--- src/rtl/bbc_stack_ram.sv ---
// Simple dual-port synchronous RAM with a registered read port, used for the bracket stack.
`timescale 1ns / 1ps
module bbc_stack_ram #(
	parameter int DEPTH = 256,
	parameter int WIDTH = 2
) (
	input  logic                                      clk,
	input  logic                                      we,
	input  logic [((DEPTH > 1) ? $clog2(DEPTH) : 1)-1:0] waddr,
	input  logic [WIDTH-1:0]                          wdata,
	input  logic [((DEPTH > 1) ? $clog2(DEPTH) : 1)-1:0] raddr,
	output logic [WIDTH-1:0]                          rdata
);

	logic [WIDTH-1:0] mem [DEPTH];

	always_ff @(posedge clk) begin
		if (we) begin
			mem[waddr] <= wdata;
		end
	end

	always_ff @(posedge clk) begin
		rdata <= mem[raddr];
	end

endmodule

--- config.mk ---
export PLATFORM = sky130hd
export DESIGN_NAME = bbc_stack_ram
export DESIGN_NICKNAME = d
export VERILOG_FILES = /design/src/rtl/bbc_stack_ram.sv
export SDC_FILE = /design/constraint.sdc
export NUM_CORES = 1
export LEC_CHECK = 0
export BUFFER_PORTS_ARGS = -buffer_cell sky130_fd_sc_hd__buf_4
export CAP_MARGIN = 20
export CORE_MARGIN = 2
export CORE_UTILIZATION = 55
export CTS_CLUSTER_DIAMETER = 200
export DETAILED_ROUTE_END_ITERATION = 12
export MAX_ROUTING_LAYER = met4
export PLACE_DENSITY = 0.69
export SYNTH_ARGS = -nofsm -noshare
export SYNTH_HDL_FRONTEND = slang
export SYNTH_SLANG_ARGS = --single-unit
--- constraint.sdc ---
create_clock -name clk -period 5.7 [get_ports clk]
set_input_delay 0.285 -clock clk [delete_from_list [all_inputs] [get_ports clk]]
set_output_delay 0.285 -clock clk [all_outputs]
set_load 0.01 [all_outputs]
Word level (Yosys, flattened, before mapping)
Memories as Yosys holds them, arrays and structs flattened. A register that Yosys moved wholly into a read port is not among the register bits. Index checks and enable logic that the tools add are counted.

Register bits after elaboration: 0. Bits in writable memories: 512. Input bits: 20. Logic and storage cells: 3. Memories kept: 1.

Muxes and demuxes: 2.

Memory list: mem (words 256, bits a word 2, read ports 1, clocked after memory_dff 1, wr ports 1, line 15) `logic [WIDTH-1:0] mem [DEPTH];`.

Operators by type and width (number): $mux 1 (2).

Logic depth before layout (Yosys ltp)
Gate-level depths: netlist of the first run.

Depth after elaboration: 2. Gate-level depth with buffers: 11. Depth with buffers taken out: 6.

Least setup slack after synthesis of the first run
Ideal clock, no wire load.

Path type: input to register. Start: input raddr[0] (netlist name). End: register rdata[0] (read register of mem). Arrival time: 1.920 ns. Required time: 5.572 ns. Slack: 3.653 ns. Stages: 8. Path buffers: 3. Path through: buf_6 buf_4 buf_4 mux4_2 a22oi_1 nand3_1 a32oi_1 a211oi_2.

RTL lines: start, declared (line 11) `input logic [((DEPTH > 1) ? $clog2(DEPTH) : 1)-1:0] raddr,`; end, declared (line 12) `output logic [WIDTH-1:0] rdata`.

==> results of run 1 <==
## logic make-up (layout without fill, tap and decap cells)
family                 Yosys count  count (layout)
DFF                            514             514
and+or+nand+nor                354             354
muxes                          171             171
AOI/OAI and AO/OA              107             107
buffers and inverters           96             145
## cell type report
type,instances,area (um^2),area share
Sequential cell,514,15400,0.659
Multi-Input combinational cell,632,5350,0.229
Clock buffer,74,1460,0.0622
Tap cell,518,648,0.0277
Timing Repair Buffer,44,358,0.0153
Clock inverter,21,146,0.00626
Inverter,6,22.5,0.000963
## through the flow
| stage | utilization | cells |
|---|---|---|
| final | 0.608 | 1809 |
| after global placement | 0.566 | 1714 |
| after detailed placement | 0.566 | 1714 |
| after global routing | 0.608 | 1809 |
| after CTS | 0.608 | 1809 |
| after floorplan | - | 1242 |
## final timing paths
| path | start | end | depth (start not counted) |
|---|---|---|---|
| worst max-delay path | raddr[0] | rdata[1]$_DFF_P_ | 8 |
| worst min-delay path | wdata[1] | mem[153][1]$_DFFE_PP_ | 1 |
| worst max register to register | mem[177][1]$_DFFE_PP_ | rdata[1]$_DFF_P_ | 6 |
| worst min register to register | mem[96][1]$_DFFE_PP_ | rdata[1]$_DFF_P_ | 6 |
## metal layers
layer | share of wire | wire length [um] | GRT usage
met5 | 0 | 0 | -
met1 | 0.40 | 19700 | 0.353
met3 | 0.091 | 4460 | 0.0436
met4 | 0.031 | 1520 | 0.0895
met2 | 0.48 | 23200 | 0.390
## registers in the layout, indices dropped and copies added (netlist names)
signal	cells
rdata	2
mem	512
## layout by cell type, fill, tap and decap left out, types with 3 or more instances in the layout
cell type and n:
edfxtp_1 512, nor2_1 268, mux4_2 82, mux2i_1 61, clkbuf_16 53, buf_4 40
nand2_1 29, nand3_1 27, mux4_1 20, o221ai_1 16, clkbuf_1 16, o21ai_0 10
nor2b_1 10, a211oi_1 10, a21oi_1 9, nand4_1 9, clkinv_1 9, clkinv_2 9
a22o_1 8, mux2_2 8, a221oi_1 7, o21ai_1 7, o22ai_1 7, a2111oi_0 6
clkbuf_8 5, inv_1 4, a22oi_1 4, o31ai_1 4, and2_1 3
## where the power goes
group          total [W]  switching, W  internal (W)
clock network    0.00321       0.00136       0.00185
logic           0.000395      0.000261      0.000133
registers        0.00417    0.00000344       0.00417
total            0.00778       0.00162       0.00616
==> out/qor.csv, run 1 <==
metric,value,unit
status,finished clean,
Mapped Nets,1262,
post-layout min period,2830,ps
1st-iter DRT viols,1376,
Adder-Cell Fraction of Synth Area,0,
core area,0.0385,mm^2
Ant. Diodes,0,
Yosys top cell by area,edfxtp_1,
Skew-Pair Late Insertion Delay,580,ps
Power Density,333,mW/mm^2
"Cell Area, Synth",0.0214,mm^2
GRT Overall Usage,0.255,
leak pwr,7.24,nW
hold_ws,180,ps
vias in the first global route,11640,
number of flops mapped to enable cells by yosys,512,
initial core utilization,0.556,
Final Skew,13.1,ps
Max-Cap Viols,0,
Ys Warns,0,
number of top-level pins,22,
Fmax achieved,0.353,GHz
post-synthesis mux area share,0.144,
post-synthesis simple-gate area fraction,0.0676,
Critical Path AT,3270,ps
top-area cell type share of the netlist area,0.719,
drt drc,0,
Clock transition at path regs,60,ps
main combinational cell family by area after synthesis,multiplexers,
CP Capture Type,flip-flop,
fill count,2802,
GRT Residual Overflow,0,
H-tree depth,2,
"setup slack, reg-to-reg",3400,ps
"top cells by area, synth","edfxtp_1 72%, mux4_2 8.6%, nor2_1 4.7%",
clk sinks,514,
width of the die,201,um
Synth-to-Final Area Change,9.39,%
final wirelength,48900,um
placed cell areas,0.0218,mm^2
Vias,11433,
post_cts resized,0,
global-route wire length before repair,73200,um
Die H,201,um
post-synthesis xor/xnor area fraction,0,
Crit Path Class,in -> reg,
crit-path max cell delay,630,ps
Worst VDD drop,0.232,mV
crit path max-delay cell type,buf_8,
post-DP HPWL,29100,um
routed vias/inst,6.32,
CP Cell Sequence,"buf_8, buf_4, mux4_2, a22o_1, a211oi_1, o31ai_1, o22ai_2, a311oi_2",
Seq cells post-synth,514,
Detail Route Antenna Nets,0,
largest net degree at the start of global routing,110,
endpoints failing hold,0,
final instance area,0.0234,mm^2
"Async S/R FF share, synth",0,
crit path buf inv count,2,
final period utilization,0.497,
worst hold path type,in -> reg,
Routed WL per cell,27.0,um
CTS root buffer,clkbuf_16,
top-count cell post-synth,edfxtp_1,
clock buffer depth,3,
RSZ-0062 raised after global routing,no,
TritonCTS clock tree,done,
distinct cell type count after synthesis,51,
"Setup Fix Bufs, Post-CTS",0,
pre-CTS WS,2280,ps
total power,0.00778,W
setup ws final,2870,ps
fraction of layout cells with a size suffix above 1,0.164,
# hold bufs at CTS,0,
TritonCTS Buffers,51,
Slew Limit Headroom,0.300,
"critical path fanouts, max",85,
Post-synth top flop,edfxtp_1,
Mean Syn Cell Area,17.2,um^2
initial antenna violation count,0,
Synth Instances,1242,
std cell rows,72,
critical path launch point type,input port,
"Data required, critical path",6140,ps
Synth Area in Compound Gates,0.0386,
nets@finish,1269,
Die ar.,0.0405,mm^2
pins over their slew limit,0,
First-pass DRT Iterations,5,
final setup fails,0,
register area share after synthesis,0.721,
commonest cells in the netlist,"512 x edfxtp_1, 268 x nor2_1, 82 x mux4_2",
"CP delay by family, top",buffers and inverters,
Slew @ Worst Pin,1050,ps
setup TNS,0,ps
port buffer count,21,
routability cong.,0.815,
Note: power is estimated with default switching activity, not from simulation.
==> run 2: changes to the inputs <==
clock period = 2.7 ns   (was 5.7 ns; I/O delays follow)
==> run 2 against run 1 <==
Total power increased by 120%. Highest routed layer unchanged. Worst hold slack got worse by 160 ps. Critical endpoint is now rdata[0]$_DFF_P_. Critical path type is now reg -> reg. Worst setup slack got worse by 2300 ps. Largest cell class unchanged. Combinational power increased by 130%.
==> out/qor.csv, run 2 (synthesized netlist as in run 1, its figures left out) <==
metric,value,unit
most frequent cells in the layout,"512 x edfxtp_1, 268 x nor2_1, 82 x mux4_2",
nets@finish,1313,
Register Area,0.0154,mm^2
largest net degree at the start of global routing,75,
Critical Path AT,2640,ps
Power Density,713,mW/mm^2
busiest layer in global routing,met2,
hold_ws,23.8,ps
port buffer count,21,
Worst R2R End,rdata[0]$_DFF_P_,
post_cts resized,0,
R2R depth,7,
Hold Path Origin,wdata[0],
Synth-to-Final Area Change,12.2,%
routability cong.,0.836,
Reg-to-Reg Start,mem[104][0]$_DFFE_PP_,
First-pass DRT Iterations,5,
Detail Route Antenna Nets,0,
Largest regs,"mem x512, rdata x2",
GRT Residual Overflow,0,
final period utilization,0.806,
initial core utilization,0.556,
setup ws final,525,ps
Vias,11782,
global-route wire length before repair,74600,um
GR Layer Usage met1,0.357,
Slew Limit Headroom,0.488,
"most common cell after layout, fill and taps aside",edfxtp_1,
Hold Crit Endpoint,mem[160][0]$_DFFE_PP_,
vias in the first global route,11926,
met2 Use GR,0.400,
final setup fails,0,
core area,0.0385,mm^2
critical path launch point type,flip-flop,
Final Skew,25.8,ps
CP Capture Type,flip-flop,
Clock transition at path regs,60,ps
RSZ-0062 raised after global routing,no,
"Data required, critical path",3160,ps
GR Util met3,0.0486,
status,finished clean,
drt drc,0,
Die H,201,um
TritonCTS Buffers,51,
Fmax achieved,0.460,GHz
max reg flops,512,
Slew @ Worst Pin,766,ps
CP Cell Sequence,"mux4_2, a22o_1, a211oi_1, o31ai_1, buf_4, o22ai_1, a211oi_2",
GRT Overall Usage,0.261,
crit-path max cell delay,470,ps
setup TNS,0,ps
pre-CTS WS,205,ps
Hold Path Cell Cnt,1,
TritonCTS clock tree,done,
"Setup Fix Bufs, Post-CTS",0,
width of the die,201,um
std cell rows,72,
pins over their slew limit,0,
Crit Path Class,reg -> reg,
area of the multi-input gates,0.00535,mm^2
crit path max-delay cell type,mux4_2,
clock buffer depth,3,
post-layout min period,2180,ps
Routed WL per cell,27.0,um
Ant. Diodes,0,
initial antenna violation count,0,
endpoints failing hold,0,
leak pwr,7.55,nW
number of top-level pins,22,
H-tree depth,2,
CTS root buffer,clkbuf_16,
Skew-Pair Late Insertion Delay,620,ps
worst hold path type,in -> reg,
fraction of layout cells with a size suffix above 1,0.196,
1st-iter DRT viols,1377,
clk sinks,514,
"critical path fanouts, max",1,
Largest Register,mem,
Die ar.,0.0405,mm^2
routed vias/inst,6.36,
"setup slack, reg-to-reg",520,ps
final wirelength,50000,um
fill count,2774,
Worst VDD drop,0.466,mV
Max-Cap Viols,0,
post-DP HPWL,30600,um
# hold bufs at CTS,1,
Layout Utilization,0.624,
## run 2: changes by cell type in the layout (fill, tap and decap cells not counted), moves of 2 or more
| cell | delta |
|---|---|
| clkbuf_8 | -5 |
| clkbuf_16 | -2 |
| clkinv_4 | +3 |
| buf_12 | +10 |
| clkinv_2 | -2 |
| clkinv_1 | +2 |
| clkbuf_1 | -9 |
| inv_16 | +2 |
| bufinv_16 | +7 |
| inv_6 | +2 |
| buf_4 | +33 |
## run 2: per-layer routing
layer  share of wire  wire, um
met1            0.40     20200
met2            0.48     23900
met3           0.087      4340
met4           0.031      1560
met5               0         0
## run 2: worst max-delay path: cells and delay by family (launching register included)
family,cells,cell delay (ps)
AO/OA/AOI/OAI,5,1020
multiplexers,1,470
flip-flops,1,370
buffers and inverters,1,170
## run 2: where the power goes
group	leakage, nW	total, W	internal, W	switching (W)
Sequential	4.62	0.00880	0.00879	0.0000113
Combinational	2.08	0.000906	0.000337	0.000569
Clock	0.850	0.00739	0.00436	0.00303
Total	7.55	0.0171	0.0135	0.00361
## run 2: cell type report
| type | count | area share |
|---|---|---|
| Sequential cell | 514 | 0.642 |
| Multi-Input combinational cell | 632 | 0.223 |
| Clock buffer | 58 | 0.0543 |
| Timing Repair Buffer | 88 | 0.0340 |
| Tap cell | 518 | 0.0270 |
| Clock inverter | 36 | 0.0186 |
| Inverter | 6 | 0.000939 |
## run 2: how the worst max path moves through the flow
stage | startpoint | to | slack, ps | cells past startpoint
after detailed placement | raddr[0] | rdata[0]$_DFF_P_ | 200 | 7
after CTS | mem[173][0]$_DFFE_PP_ | rdata[0]$_DFF_P_ | 520 | 5
final | mem[104][0]$_DFFE_PP_ | rdata[0]$_DFF_P_ | 520 | 7
after global placement | raddr[0] | rdata[0]$_DFF_P_ | 280 | 7
after floorplan | raddr[0] | rdata[0]$_DFF_P_ | 800 | 8
after global routing | mem[107][0]$_DFFE_PP_ | rdata[0]$_DFF_P_ | 430 | 7
## run 2: through the flow
stage	total power (W)	instances	instance area (um^2)
detailed placement	0.00987	1757	22200
floorplan	0.00949	1242	21400
CTS	0.0172	1852	24000
global route	0.0175	1852	24000
global placement	0.00987	1757	22200
finish	0.0171	1852	24000
